`src/hdl/srfp_pkg.sv`:
```
`timescale 1ns / 1ps
// ----------------------------------------------------------------------------
// srfp_pkg
// Types and constants for the serial response frame parser.
// ----------------------------------------------------------------------------
package srfp_pkg;

    localparam logic [7:0] HEAD_FIRST       = 8'h57;
    localparam logic [7:0] HEAD_SECOND      = 8'hAB;
    localparam logic [7:0] RESP_OK_BITS     = 8'h80;
    localparam logic [7:0] RESP_ERR_BITS    = 8'hC0;
    localparam logic [7:0] SUM_ERROR_STATUS = 8'hE4;

    typedef enum logic [2:0] {
        PH_HUNT = 3'd0,
        PH_ADDR = 3'd1,
        PH_CMD  = 3'd2,
        PH_LEN  = 3'd3,
        PH_DATA = 3'd4,
        PH_SUM  = 3'd5
    } t_phase;

    typedef enum logic [2:0] {
        VERDICT_SUCCESS   = 3'd0,
        VERDICT_DEV_ERROR = 3'd1,
        VERDICT_SUM_ERROR = 3'd2,
        VERDICT_BAD_CMD   = 3'd3,
        VERDICT_EMPTY     = 3'd4
    } t_verdict;

    typedef enum logic {
        KIND_PAYLOAD = 1'b0,
        KIND_SUMMARY = 1'b1
    } t_kind;

endpackage

```
`src/hdl/serial_response_frame_parser_top.sv`:
```
`timescale 1ns / 1ps
// ----------------------------------------------------------------------------
// serial_response_frame_parser_top
// Hunts for a 0x57 0xAB header, parses address, command, length, payload and
// a sum-8 checksum; passes payload bytes out and ends with a frame summary.
// Results are registered: a result is valid in the cycle after its byte is accepted.
// Throughput: one byte per cycle; the request side stalls only while the
//   result register holds a result that is not taken.
// Reset: synchronous, active low; returns to header hunt and clears the
//   expected command register.
// ----------------------------------------------------------------------------
module serial_response_frame_parser_top (
    input  logic       i_clk,
    input  logic       i_rst_n,
    input  logic       i_cfg_we,
    input  logic [7:0] i_cfg_data,
    input  logic       i_in_valid,
    output logic       o_in_ready,
    input  logic [7:0] i_rx_byte,
    output logic       o_out_valid,
    input  logic       i_out_ready,
    output logic       o_result_kind,
    output logic [7:0] o_data_byte,
    output logic [7:0] o_frame_address,
    output logic [7:0] o_frame_command,
    output logic [7:0] o_frame_length,
    output logic       o_checksum_ok,
    output logic [2:0] o_verdict,
    output logic [7:0] o_status_byte,
    output logic       o_last
);
    import srfp_pkg::*;

    // parser state
    t_phase     r_phase, n_phase;
    logic       r_saw, n_saw;
    logic [7:0] r_sum, n_sum;
    logic [7:0] r_addr, n_addr;
    logic [7:0] r_cmd, n_cmd;
    logic [7:0] r_len, n_len;
    logic [7:0] r_cnt, n_cnt;
    logic [7:0] r_first, n_first;
    logic [7:0] r_exp_cmd;

    // result register
    logic       r_out_valid, n_out_valid;
    t_kind      r_kind, n_kind;
    logic [7:0] r_data, n_data;
    logic [7:0] r_res_addr, n_res_addr;
    logic [7:0] r_res_cmd, n_res_cmd;
    logic [7:0] r_res_len, n_res_len;
    logic       r_ok, n_ok;
    t_verdict   r_verdict, n_verdict;
    logic [7:0] r_status, n_status;

    logic       accept;
    logic       res_fire;
    logic [7:0] cnt_inc;
    logic       sum_match;
    logic       cmd_match;

    assign o_in_ready = !r_out_valid || i_out_ready;
    assign accept     = i_in_valid && o_in_ready;
    assign cnt_inc    = r_cnt + 8'd1;
    assign sum_match  = (i_rx_byte == r_sum);
    assign cmd_match  = (r_cmd == (r_exp_cmd | RESP_OK_BITS)) ||
                        (r_cmd == (r_exp_cmd | RESP_ERR_BITS));

    always_comb begin
        n_phase     = r_phase;
        n_saw       = r_saw;
        n_sum       = r_sum;
        n_addr      = r_addr;
        n_cmd       = r_cmd;
        n_len       = r_len;
        n_cnt       = r_cnt;
        n_first     = r_first;
        res_fire    = 1'b0;
        n_kind      = KIND_PAYLOAD;
        n_data      = 8'd0;
        n_res_addr  = r_addr;
        n_res_cmd   = r_cmd;
        n_res_len   = r_len;
        n_ok        = 1'b0;
        n_verdict   = VERDICT_SUCCESS;
        n_status    = 8'd0;

        if (accept) begin
            case (r_phase)
                PH_HUNT: begin
                    if (r_saw && (i_rx_byte == HEAD_SECOND)) begin
                        n_phase = PH_ADDR;
                        n_sum   = HEAD_FIRST + HEAD_SECOND;
                        n_saw   = 1'b0;
                    end else begin
                        n_saw   = (i_rx_byte == HEAD_FIRST);
                    end
                end
                PH_ADDR: begin
                    n_addr  = i_rx_byte;
                    n_sum   = r_sum + i_rx_byte;
                    n_phase = PH_CMD;
                end
                PH_CMD: begin
                    n_cmd   = i_rx_byte;
                    n_sum   = r_sum + i_rx_byte;
                    n_phase = PH_LEN;
                end
                PH_LEN: begin
                    n_len   = i_rx_byte;
                    n_sum   = r_sum + i_rx_byte;
                    n_cnt   = 8'd0;
                    n_first = 8'd0;
                    n_phase = (i_rx_byte == 8'd0) ? PH_SUM : PH_DATA;
                end
                PH_DATA: begin
                    if (r_cnt == 8'd0) begin
                        n_first = i_rx_byte;
                    end
                    n_sum    = r_sum + i_rx_byte;
                    n_cnt    = cnt_inc;
                    if (cnt_inc == r_len) begin
                        n_phase = PH_SUM;
                    end
                    res_fire = 1'b1;
                    n_data   = i_rx_byte;
                end
                PH_SUM: begin
                    res_fire = 1'b1;
                    n_kind   = KIND_SUMMARY;
                    n_ok     = sum_match;
                    n_status = (r_len != 8'd0) ? r_first : 8'd0;
                    // checksum error outranks everything else
                    if (!sum_match) begin
                        n_verdict = VERDICT_SUM_ERROR;
                        n_status  = SUM_ERROR_STATUS;
                    end else if (!cmd_match) begin
                        n_verdict = VERDICT_BAD_CMD;
                    end else if (r_len == 8'd0) begin
                        n_verdict = VERDICT_EMPTY;
                    end else if (r_first != 8'd0) begin
                        n_verdict = VERDICT_DEV_ERROR;
                    end else begin
                        n_verdict = VERDICT_SUCCESS;
                    end
                    n_phase = PH_HUNT;
                    n_saw   = 1'b0;
                end
                default: begin
                    n_phase = PH_HUNT;
                    n_saw   = 1'b0;
                end
            endcase
        end

        // hold a result until taken, drop it once taken
        if (res_fire) begin
            n_out_valid = 1'b1;
        end else if (i_out_ready) begin
            n_out_valid = 1'b0;
        end else begin
            n_out_valid = r_out_valid;
        end
    end

    always_ff @(posedge i_clk) begin
        if (!i_rst_n) begin
            r_phase     <= PH_HUNT;
            r_saw       <= 1'b0;
            r_sum       <= 8'd0;
            r_addr      <= 8'd0;
            r_cmd       <= 8'd0;
            r_len       <= 8'd0;
            r_cnt       <= 8'd0;
            r_first     <= 8'd0;
            r_exp_cmd   <= 8'd0;
            r_out_valid <= 1'b0;
        end else begin
            r_phase     <= n_phase;
            r_saw       <= n_saw;
            r_sum       <= n_sum;
            r_addr      <= n_addr;
            r_cmd       <= n_cmd;
            r_len       <= n_len;
            r_cnt       <= n_cnt;
            r_first     <= n_first;
            r_out_valid <= n_out_valid;
            if (i_cfg_we) begin
                r_exp_cmd <= i_cfg_data;
            end
        end
    end

    always_ff @(posedge i_clk) begin
        if (res_fire) begin
            r_kind     <= n_kind;
            r_data     <= n_data;
            r_res_addr <= n_res_addr;
            r_res_cmd  <= n_res_cmd;
            r_res_len  <= n_res_len;
            r_ok       <= n_ok;
            r_verdict  <= n_verdict;
            r_status   <= n_status;
        end
    end

    assign o_out_valid     = r_out_valid;
    assign o_result_kind   = r_kind;
    assign o_data_byte     = r_data;
    assign o_frame_address = r_res_addr;
    assign o_frame_command = r_res_cmd;
    assign o_frame_length  = r_res_len;
    assign o_checksum_ok   = r_ok;
    assign o_verdict       = r_verdict;
    assign o_status_byte   = r_status;
    assign o_last          = r_kind;

endmodule

```
`config.mk`:
```
export PLATFORM = sky130hd
export DESIGN_NAME = serial_response_frame_parser_top
export DESIGN_NICKNAME = d
export VERILOG_FILES = /design/src/hdl/srfp_pkg.sv /design/src/hdl/serial_response_frame_parser_top.sv
export SDC_FILE = /design/constraint.sdc
export NUM_CORES = 1
export LEC_CHECK = 0
export ABC_AREA = 1
export BUFFER_PORTS_ARGS = -buffer_cell sky130_fd_sc_hd__buf_2
export CAP_MARGIN = 20
export CELL_PAD_IN_SITES_DETAIL_PLACEMENT = 0
export CELL_PAD_IN_SITES_GLOBAL_PLACEMENT = 1
export CORE_MARGIN = 8
export CORE_UTILIZATION = 39
export CTS_CLUSTER_SIZE = 25
export DETAILED_ROUTE_END_ITERATION = 10
export PLACE_DENSITY_LB_ADDON = 0.1
export RECOVER_POWER = 100
export SETUP_SLACK_MARGIN = 0.1
export SYNTH_ARGS = -nofsm -noshare
export SYNTH_HDL_FRONTEND = slang
export SYNTH_SLANG_ARGS = --single-unit
```
`constraint.sdc`:
```
create_clock -name i_clk -period 4.3 [get_ports i_clk]
set_clock_uncertainty 0.05 [all_clocks]
set_input_delay 0.215 -clock i_clk [delete_from_list [all_inputs] [get_ports i_clk]]
set_output_delay 0.215 -clock i_clk [all_outputs]
set_load 0.01 [all_outputs]
```
== After elaboration in Yosys (flattened, before gate mapping) ==
Index checks and enable logic that the tools add are counted.
Operators by class
  $add $sub $neg: 2
  multiply operators: 0
  div/mod/pow operators: 0
  magnitude comparators: 0
  equal/unequal tests: 14
  shift operators: 0
  multiplexer cells: 22
  bitwise gates (word level): 1
  reductions and logical operators: 29
Operator list (number)
  $pmux W8 S2: 3
  $eq A8 B8 Y1: 4
  $mux W8: 4
  $logic_not A8 Y1: 3
  $reduce_bool A8 Y1: 2
  $pmux W3 S5: 1
  $reduce_and A2 Y1: 7
  $reduce_and A3 Y1: 4
  $mux W3: 3
  $add A8 B1 Y8 const B: 1
  $add A8 B8 Y8: 1
  $eq A8 B7 Y1 const B: 1
  $eq A8 B8 Y1 const B: 1
  $mux W1: 8
  $reduce_and A4 Y1: 2
  $eq A3 B2 Y1 const B: 2
  $eq A3 B3 Y1 const B: 2
  $ne A2 B2 Y1 const B: 3
  $reduce_bool A2 Y1: 3
  $mux W2: 2
  $reduce_or A4 Y1: 1
  $eq A3 B1 Y1 const B: 1
  $logic_not A3 Y1: 1
  $logic_and A1 B1 Y1: 2
  other kinds (5): 6
Word-level totals
  register bits: 105
  latch bits: 0
  bits in writable memories: 0
  memory bits (read-only): 0
  output and inout port bits: 48
  logic and storage cells: 89
  memories kept: 0

== Longest topological paths before layout ==
Gate-level depths: netlist (run 1).
  depth in word-level cells: 5
  depth in mapped cells: 14
  mapped depth without buffers: 14

== Least setup slack after synthesis (run 1) ==
OpenSTA, ideal clock, no wires.
  kind: register to register
  from: register r_out_valid (netlist: o_out_valid)
  to: register r_ok (netlist: o_checksum_ok), enable pin
  library setup time: 0.505 ns
  data arrival time: 3.774 ns
  data required time: 3.745 ns
  path slack: -0.029 ns
  stages on the path, launching flop included: 4
  clock period less this slack: 4.329 ns
  cell sequence: dfxtp_1 -> nand2_1 -> nand2_2 -> nor3_1
On the way
  word-level cells in the longest chain between the ends: 4
RTL lines
  start, declared: line serial_response_frame_parser_top.sv:46  | logic r_out_valid, n_out_valid;
  start signal, assigned: line serial_response_frame_parser_top.sv:187  | r_out_valid <= n_out_valid;
  $logic_not A1 Y1: line serial_response_frame_parser_top.sv:62  | assign o_in_ready = !r_out_valid || i_out_ready;
  $logic_or A1 B1 Y1: line serial_response_frame_parser_top.sv:62
  via o_in_ready: line serial_response_frame_parser_top.sv:18  | output logic o_in_ready,
  $logic_and A1 B1 Y1: line serial_response_frame_parser_top.sv:63  | assign accept = i_in_valid && o_in_ready;
  $mux W1: line serial_response_frame_parser_top.sv:88  | if (accept) begin
  end signal, assigned: line serial_response_frame_parser_top.sv:201  | r_ok <= n_ok;
  end, declared: line serial_response_frame_parser_top.sv:52  | logic r_ok, n_ok;
The timed path passes the listed nets, and every way through them passes these cells.
A chain may end at the register's enable or synchronous reset.

== Final worst setup path (run 1) ==
  from: input port i_rst_n
  to: register r_first[6]
RTL lines
  start, declared: line serial_response_frame_parser_top.sv:14  | input logic i_rst_n,
  end signal, assigned: line serial_response_frame_parser_top.sv:186  | r_first <= n_first;
  end, declared: line serial_response_frame_parser_top.sv:42  | logic [7:0] r_first, n_first;
No word-level cell between the ends.

==> results of run 1 <==
==> state kept, by name, summed over array words and instances (netlist names), 3 cells and up <==
register and flops:
o_data_byte 8, n_res_cmd 8, r_exp_cmd 7, o_frame_length 8
o_verdict 3, n_res_addr 8, n_res_len 8, o_frame_command 8
o_status_byte 8, o_frame_address 8, r_first 8, r_cnt 8
r_sum 8, r_phase 3
==> metrics by stage <==
stage	hold slack [ns]	area, um^2	utilization, %
after floorplan	0.300	4570	-
after global placement	0.365	5030	44.1
after detailed placement	0.366	5030	44.1
after CTS	0.0300	5370	47.0
after global routing	0.0545	5270	46.2
final	0.0419	5270	46.2
==> kinds of logic (layout without fill, tap and decap cells) <==
| family | count (synthesis) | in the layout | synth area share (%) |
|---|---|---|---|
| and+or+nand+nor | 203 | 203 | 19.6 |
| AOI/OAI and AO/OA | 110 | 110 | 13.2 |
| adders and majority gates | 10 | 10 | 2.91 |
| DFF | 105 | 105 | 56.0 |
| buffers and inverters | 73 | 144 | 6.36 |
| xor gates and xnor gates | 10 | 10 | 1.92 |
==> worst min path at each step <==
stage and to:
3_5_place_dp o_frame_address[0], 2_1_floorplan r_exp_cmd[1], 3_3_place_gp o_frame_address[0], 4_1_cts r_exp_cmd[2], 5_1_grt r_exp_cmd[3], 6_report r_exp_cmd[2]
==> area by class of cell <==
type                    instances  share of cell area [%]
clock inverters                 5                    1.97
multi-input cells             333                    32.2
flip-flops and latches        105                    48.4
repair buffers                 68                    5.34
well taps                     143                    3.39
clock buffers                  10                    4.34
inverters                      61                    4.34
==> metal layers <==
metal | GRT usage [%] | up-vias
met5 | 0 | -
met1 | 19.4 | 1567
met4 | 6.10 | 0
met3 | 3.49 | 12
li1 | - | 1854
met2 | 23.1 | 74
==> report_power, final <==
part	internal (mW)	switching, mW	total (mW)
logic	0.0434	0.0889	0.132
clock network	0.567	0.357	0.924
registers	1.05	0.0157	1.07
==> cells in the final DEF, fill, tap and decap left out, drive strengths merged, types with 8 or more instances in the layout <==
cell type and count:
a211oi 8, a21oi 60, buf 19, clkbuf 59
dfxtp 60, edfxtp 45, ha 9, inv 61
nand2 87, nand3 30, nand4 9, nor2 63
o21ai 38, xor2 8
==> worst max-delay path: cells and delay by family <==
family / cells / cell delay (ns)
buffers and inverters: 2 / 2.10
AO/OA/AOI/OAI: 1 / 0.48
==> summary by stage, run 1 <==
Setup path
The critical path goes through clkbuf_1 -> clkinv_1 -> a211oi_1. STA puts the critical path data arrival time at 2.82 ns. Across all register-to-register paths, the minimum setup slack is ~2.0 ns.

The number of cells on the worst reg-to-reg path is 7. The required time reported for the critical path endpoint is roughly 4.5 ns. The critical path is of the in2reg type.

For this run, the slowest stage of the critical path takes between 1 and 1.5 ns. The termination of the worst setup path is r_first[6]. The critical path launch point type is a primary input. Along the worst path, the maximum fanout reaches 36. The worst setup path is captured at a register.

The critical path startpoint is i_rst_n. The start of the worst register-to-register path is o_out_valid. The worst-path cell with the longest stage delay is sky130_fd_sc_hd__clkinv_1. In this run the critical register-to-register path is captured at r_first[6].

Run
The number of max-cap violations is 0.

STA
Setup repair after global routing left no endpoint under its margin. The actual slew at the worst max-slew pin is around 1.4 ns. The normalized max-slew margin is 6.87%.

The smallest clock period supported by the final layout is computed as 2.63 ns. The worst setup margin is around 1.7 ns. The final count of pins violating max slew is 0. The share of the clock period used by the worst path is about three fifths.

Setup violations remaining at the end of the flow were counted as 0. Based on the critical path, the design can be clocked at up to about 380 MHz. The total negative setup slack is 0 ns. The count of final hold-check violations is 0.

Synthesis
The dominant cell type by area after synthesis is sky130_fd_sc_hd__edfxtp_1. The total of warnings raised by yosys is 0. In the synthesized netlist, the cells that appear most often are sky130_fd_sc_hd__nand2_1 (85), sky130_fd_sc_hd__a21oi_1 (60), sky130_fd_sc_hd__dfxtp_1 (60), sky130_fd_sc_hd__nor2_1 (59), sky130_fd_sc_hd__inv_1 (57). After synthesis, the cell types taking the most area are sky130_fd_sc_hd__edfxtp_1 (30%), sky130_fd_sc_hd__dfxtp_1 (26%), sky130_fd_sc_hd__nand2_1 (7.0%), sky130_fd_sc_hd__a21oi_1 (6.6%), sky130_fd_sc_hd__nor2_1 (4.9%).

In this run, synthesis inferred 45 flip-flops with an integrated enable. The average size of a mapped cell is 8.93 um^2. The top-area cell type share of the netlist area is 29.6%. The async set or reset register ratio after synthesis is 0%. The cell count after synthesis came out at between 500 and 600. The number of distinct library cells after synthesis is 36. The main flop type after synthesis is sky130_fd_sc_hd__dfxtp_1.

The cell with the most instances after synthesis is sky130_fd_sc_hd__nand2_1. The number of nets in the synthesized netlist is 542. The mapped netlist covers between 4000 and 5000 um^2. Sequential elements use between 50% and 60% of the synthesized area. The total of flip-flops plus latches after synthesis is roughly 110.

Layout
The sequential standard cell area is approximately 2600 um^2. The number of antenna diodes is 0. The count of cells in the finished layout, fillers not included, comes to between 700 and 800.

In the final layout, the share of cells above drive strength 1 is 7.39%. The total area of multi-input combinational cells is ~1700 um^2. Fill cells in the final layout number around 1200.

After the last flow step, the layout net total stands at between 600 and 700. The area growth from synthesis to layout is 15.6%.

Floorplan
The die outline area is approximately 15000 um^2. The count of standard-cell rows is 39. Measured along the x axis, the die boundary spans about 120 um.

The starting utilization of the core area is roughly 40%. After floorplanning, the core was sized to cover around 11000 um^2. The number of top-level pins is 69. Measured along the y axis, the die boundary spans 124 um.

Clock network
The root buffer selected by CTS is sky130_fd_sc_hd__clkbuf_16. TritonCTS built the clock tree. The number of buffers added by the clock tree synthesis step is 9. The level count of the clock H-tree is 3.

The clock passes through at most 2 buffers. The clock sink count is roughly 110. The number of gates resized after cts is 0. After clock tree synthesis, the setup repair step added 0 buffers. Hold repair after CTS inserted 0 buffers. At the later pin of the worst-skew pair, clock insertion delay measures roughly 0.35 ns. The CTS clock-pin slew for the worst setup and hold paths is ~0.070 ns.

Detailed routing
Wires add up to roughly 11 mm. The detailed route wirelength on metal2 is 4.82 mm. In this run the top signal layer used is met4. In the routed design, unresolved DRC markers number 0. The via count is 3507. After detailed routing, the wire length on met1 is about 5.3 mm. The count of antenna-violating nets left after detailed routing is 0. The routed length per placed instance is approximately 15 um. The length of routed met3 wiring is between 500 and 600 um.

The initial DRC count is 293. The via-per-instance ratio is roughly 4.8. For this run, the detailed router's first-pass iteration total came to 4.

Global routing
Entering global routing, the biggest net connects 46 pins. The final global-route overflow total is 0. Global routing used ~15% of the available tracks across all layers.

The wire length of the first global-routing pass is roughly 17 mm. The initial antenna violation count is 0. The number of global-route vias before repair is 3378.

Worst hold path
The origin of the worst min-delay path is i_cfg_data[2]. In this run the worst hold path is classified as in2reg. The number of instances on the worst hold path is 3.

Status
The flow ran to the end, and the final reports show no timing, DRC or antenna violations.

Place
The placed cell count is 710. The wire-length estimate of the detail-placed layout is just under 8 mm. During placement, the flow inserted port buffers numbering 67.

The final weighted congestion in routability-driven placement is approximately 0.77. Before CTS, the worst setup slack after placement is 2.11 ns.

Power
Total power for the finished layout comes to ~2.1 mW. IR analysis of the VDD net gives a maximum drop of 0.251 mV. For this design the ratio of total power to cell area is 403 nW/um^2. The analysis attributes to cell leakage a power of around 2.1 nW.
No activity file was read; power rests on OpenSTA's default activity.
==> inputs of run 2 (changes only) <==
--- a/config.mk
+++ b/config.mk
@@ -5,13 +5,13 @@
 export SDC_FILE = /design/constraint.sdc
 export NUM_CORES = 1
 export LEC_CHECK = 0
-export ABC_AREA = 1
+export ABC_AREA = 0
 export BUFFER_PORTS_ARGS = -buffer_cell sky130_fd_sc_hd__buf_2
 export CAP_MARGIN = 20
 export CELL_PAD_IN_SITES_DETAIL_PLACEMENT = 0
 export CELL_PAD_IN_SITES_GLOBAL_PLACEMENT = 1
 export CORE_MARGIN = 8
-export CORE_UTILIZATION = 39
+export CORE_UTILIZATION = 41
 export CTS_CLUSTER_SIZE = 25
 export DETAILED_ROUTE_END_ITERATION = 10
 export PLACE_DENSITY_LB_ADDON = 0.1
==> constraint.sdc (replaced) <==
create_clock -name i_clk -period 2.2 [get_ports i_clk]
set_clock_uncertainty 0.05 [all_clocks]
set_input_delay 0.11 -clock i_clk [delete_from_list [all_inputs] [get_ports i_clk]]
set_output_delay 0.11 -clock i_clk [all_outputs]
set_load 0.01 [all_outputs]
==> run 2 against run 1 <==
Compared with the run above:
- sequential share of layout area is 3.4 points lower
- sequential power grew 90%
- highest routed layer unchanged
- final cell count shrank 6.8%
- non-clock buffer count is 30 higher
==> summary by stage, run 2 <==
Setup path
The top fanout value on the critical path came to 2 (-94%). The terminus of the critical flop-to-flop path is r_sum[6]. The number of cells on the worst reg-to-reg path came to 9 (+2). The internal reg-to-reg setup slack is 0.20 ns (-1.79 ns).

The element type at the critical path end is a register. The data arrival time of the critical path came to 2.19 ns (-0.63 ns). The category of the critical setup timing path is reg2reg.

The worst register-to-register path begins at r_sum[0]. STA classifies the critical path startpoint as a register. The required time reported for the critical path endpoint is 2.39 ns (-2.10 ns).

Synthesis
By count the netlist is led by sky130_fd_sc_hd__nor2b_1 (63), sky130_fd_sc_hd__dfxtp_1 (60), sky130_fd_sc_hd__edfxtp_1 (45), sky130_fd_sc_hd__mux2i_1 (28), sky130_fd_sc_hd__nand2_1 (21). Among all flip-flop cells after synthesis, the most frequent one is sky130_fd_sc_hd__dfxtp_1. sky130_fd_sc_hd__nor2b_1 is the most common cell in the netlist. The number of flops mapped to enable cells by yosys is 45 (unchanged). The number of nets in the synthesized netlist is 474 (-13%). The basic-gate share of the synthesized area counting and, or, nand and nor cells is 21.0% (+1.4 points). After synthesis, the cell types taking the most area are sky130_fd_sc_hd__edfxtp_1 (28%), sky130_fd_sc_hd__dfxtp_1 (25%), sky130_fd_sc_hd__nor2b_1 (8.1%), sky130_fd_sc_hd__mux2i_1 (5.8%), sky130_fd_sc_hd__ha_1 (2.3%). The total of flip-flops plus latches after synthesis is 105 (unchanged).

The largest family of logic cells by synthesized area is simple AND/OR/NAND/NOR gates. The mux cell area share after synthesis was 5.79% (+5.8 points). The number of distinct library cells after synthesis came to 63 (+75%). The total of warnings raised by yosys is 0 (unchanged). The average size of a mapped cell was 10.9 um^2 (+22%). The post-synthesis cell count is 443 (-13%). The complex-gate fraction of the synthesized area came to 10.6% (-2.7 points). The sequential fraction of the synthesis area came to 52.7% (-3.2 points). The dominant cell type by area after synthesis is sky130_fd_sc_hd__edfxtp_1. The post-synthesis xor/xnor area fraction was 3.26% (+1.3 points). The post-synth design cell area is 4840 um^2 (+6.1%). The async set or reset register ratio after synthesis was 0% (unchanged). The adder-cell share of the synthesized area is 2.74% (-0.17 points). The top-area cell type share of the netlist area is 27.9% (-1.7 points).

Detailed routing
The number of DRC violations after detailed routing is 0 (unchanged). The count of antenna-violating nets left after detailed routing is 0 (unchanged). The initial DRC count was 238 (-19%). The via count is 3459 (-1.4%). The via-per-instance ratio is 5.12 (+5.8%). The routed length per placed instance is 17.0 um (+13%). The total iterations of the first detailed-routing run was 4 (unchanged). The wire length reported by the detailed router came to 11.5 mm (+5.8%).

Layout
The count of filler cells inserted in the layout is 1116 (-4.5%). The net count of the finished layout is 559 (-8.2%). The final cell utilization of the core came to 49.5% (+3.3 points). The total area of multi-input combinational cells is 2110 um^2 (+24%). The most common library cell in the layout ignoring fill and taps is sky130_fd_sc_hd__nor2b_1. In the layout the commonest cells are sky130_fd_sc_hd__nor2b_1 (63), sky130_fd_sc_hd__dfxtp_1 (60), sky130_fd_sc_hd__clkbuf_1 (57), sky130_fd_sc_hd__edfxtp_1 (45), sky130_fd_sc_hd__mux2i_1 (28).

The area growth from synthesis to layout is 17.2%. The share of final-layout standard cells stronger than drive strength 1 is 12.8% (+5.4 points). The sequential standard cell area is 2550 um^2 (unchanged).

The number of antenna diodes is 0 (unchanged).

Power
The worst supply voltage drop on vdd is 0.457 mV (+82%). The power density relative to cell area is 648 nW/um^2 (+61%). The leakage component of the power is 2.15 nW (+4.8%).

Clock network
The clock sink count is 105 (unchanged). The level count of the clock H-tree was 3 (unchanged). The clock tree buffer depth is 2 (unchanged). The number of buffers added by the clock tree synthesis step is 9 (unchanged). The root buffer selected by CTS is sky130_fd_sc_hd__clkbuf_16. The CTS clock-pin slew for the worst setup and hold paths is 0.07 ns (about the same). The clock tree from TritonCTS is done.

The clock insertion delay at the later pin of the skew report is 0.35 ns (about the same).

Global routing
The met2 layer usage reported by global route came to 23.5% (+0.39 points). The wire length of the first global-routing pass came to 18.2 mm (+4.0%). The overall global routing resource usage was 14.6% (-0.17 points). The maximum number of pins on one net before global-route repair is 44 (-4.3%). The met3 track utilization from global routing came to 4.04% (+0.55 points). met2 is the most crowded layer.

The global routing met1 resource utilization was 18.5% (-0.89 points). The initial antenna violation count was 0 (unchanged). The number of global-route vias before repair is 3405 (+0.80%).

The final global-route overflow total was 0 (unchanged).

Floorplan
The count of standard-cell rows is 39 (unchanged). The number of top-level pins is 69 (unchanged). The die outline area is 15500 um^2 (+0.84%). The overall die height is 125 um (+0.42%). The area of the placeable core is 11500 um^2 (+0.43%). The starting utilization of the core area is 42.2% (+2.3 points).

The width of the die is 125 um (+0.42%).

STA
Setup repair after global routing could not meet its margin everywhere. The worst setup margin is 0.200 ns (-1.47 ns). The final-report setup violation count was 0 (unchanged).

The final count of pins violating max slew is 0 (unchanged). The normalized max-slew margin is 23.2% (+16 points). The actual slew at the worst max-slew pin is 1.15 ns (-0.244 ns). The count of final hold-check violations is 0 (unchanged). The share of the clock period used by the worst path is about nine tenths. The total negative setup slack is 0 ns (unchanged). The clock period could shrink to 2.00 ns.

Timing would allow up to 500 MHz.

Worst hold path
The origin of the worst min-delay path is i_rx_byte[1]. The min-delay analysis places its worst path in the category in2reg. The capture endpoint of the worst hold path is r_first[1].

The number of instances on the worst hold path came to 3 (unchanged).

Place
The number of input and output port buffers inserted is 67 (unchanged). The worst-case setup slack after placement is 0.104 ns (-2.01 ns). The final weighted congestion in routability-driven placement was 0.821 (+6.3%). The placed wire-length estimate after detailed placement is 8.25 mm (+6.2%).

Run
The number of max-cap violations is 0 (unchanged).

Status
The flow ran to the end, and the final reports show no timing, DRC or antenna violations.
## run 2: worst max path at each step
stage / startpoint / to / slack, ns / cells after the start
finish: r_sum[0] / r_sum[6] / 0.20 / 9
global route: r_sum[6] / o_status_byte[3] / 0.05 / 7
CTS: r_sum[0] / r_sum[6] / 0.10 / 9
detailed placement: r_sum[0] / r_sum[6] / 0.10 / 9
global placement: r_sum[0] / r_sum[6] / 0.17 / 9
floorplan: r_sum[0] / r_sum[6] / 0.31 / 9
## run 2: area by class of cell
type	instances	share of cell area, %
Multi-Input combinational cell	300	37.1
Tap cell	143	3.15
Inverter	14	0.948
Sequential cell	105	45.0
Clock inverter	4	0.485
Timing Repair Buffer	98	8.97
Clock buffer	12	4.34
## run 2: timing repair
action	CTS	global route
buffers inserted	0	1
hold buffers	7	0
resized for setup	0	12
setup endpoints to repair	1	8
pin swaps	1	4
endpoints found under the hold margin	7	0
## run 2: kinds of logic after synthesis
| logic type | count (synthesis) |
|---|---|
| flip-flops | 105 |
| buffers and inverters | 38 |
| XOR/XNOR | 18 |
| AO/OA/AOI/OAI | 75 |
| AND/OR/NAND/NOR | 169 |
| adder cells (fa/ha/maj) | 10 |
| multiplexers | 28 |
## run 2: stage by stage
stage,hold WS [ns],instances,instance area [um^2],power (mW)
2_1_floorplan,0.226,443,4850,2.14
3_3_place_gp,0.316,652,5410,2.21
3_5_place_dp,0.324,652,5410,2.21
4_1_cts,0.0724,675,5750,3.72
5_1_grt,0.0963,676,5680,3.80
6_report,0.0768,676,5680,3.68
## run 2: critical path, stage by stage, from the launching register on
cell,delay [ns]
sky130_fd_sc_hd__dfxtp_1,0.34
sky130_fd_sc_hd__ha_2,0.18
sky130_fd_sc_hd__inv_1,0.06
sky130_fd_sc_hd__fa_2,0.35
sky130_fd_sc_hd__nor2b_1,0.15
sky130_fd_sc_hd__o21ai_2,0.08
sky130_fd_sc_hd__a21boi_2,0.17
sky130_fd_sc_hd__o21ai_1,0.09
sky130_fd_sc_hd__nor3b_1,0.15
sky130_fd_sc_hd__a311o_1,0.27
## run 2: power by group
part | internal, mW | total, mW | switching (mW) | leakage, nW
logic | 0.0683 | 0.151 | 0.0830 | 1.12
clock network | 0.802 | 1.50 | 0.697 | 0.137
registers | 2.02 | 2.03 | 0.00516 | 0.891
total | 2.89 | 3.68 | 0.785 | 2.15
## run 2: per-layer routing
layer  vias up  routed length [um]
li1       1739                   -
met1      1621                5350
met2        86                5350
met3        13                 641
met4         0                 139
met5         -                   0
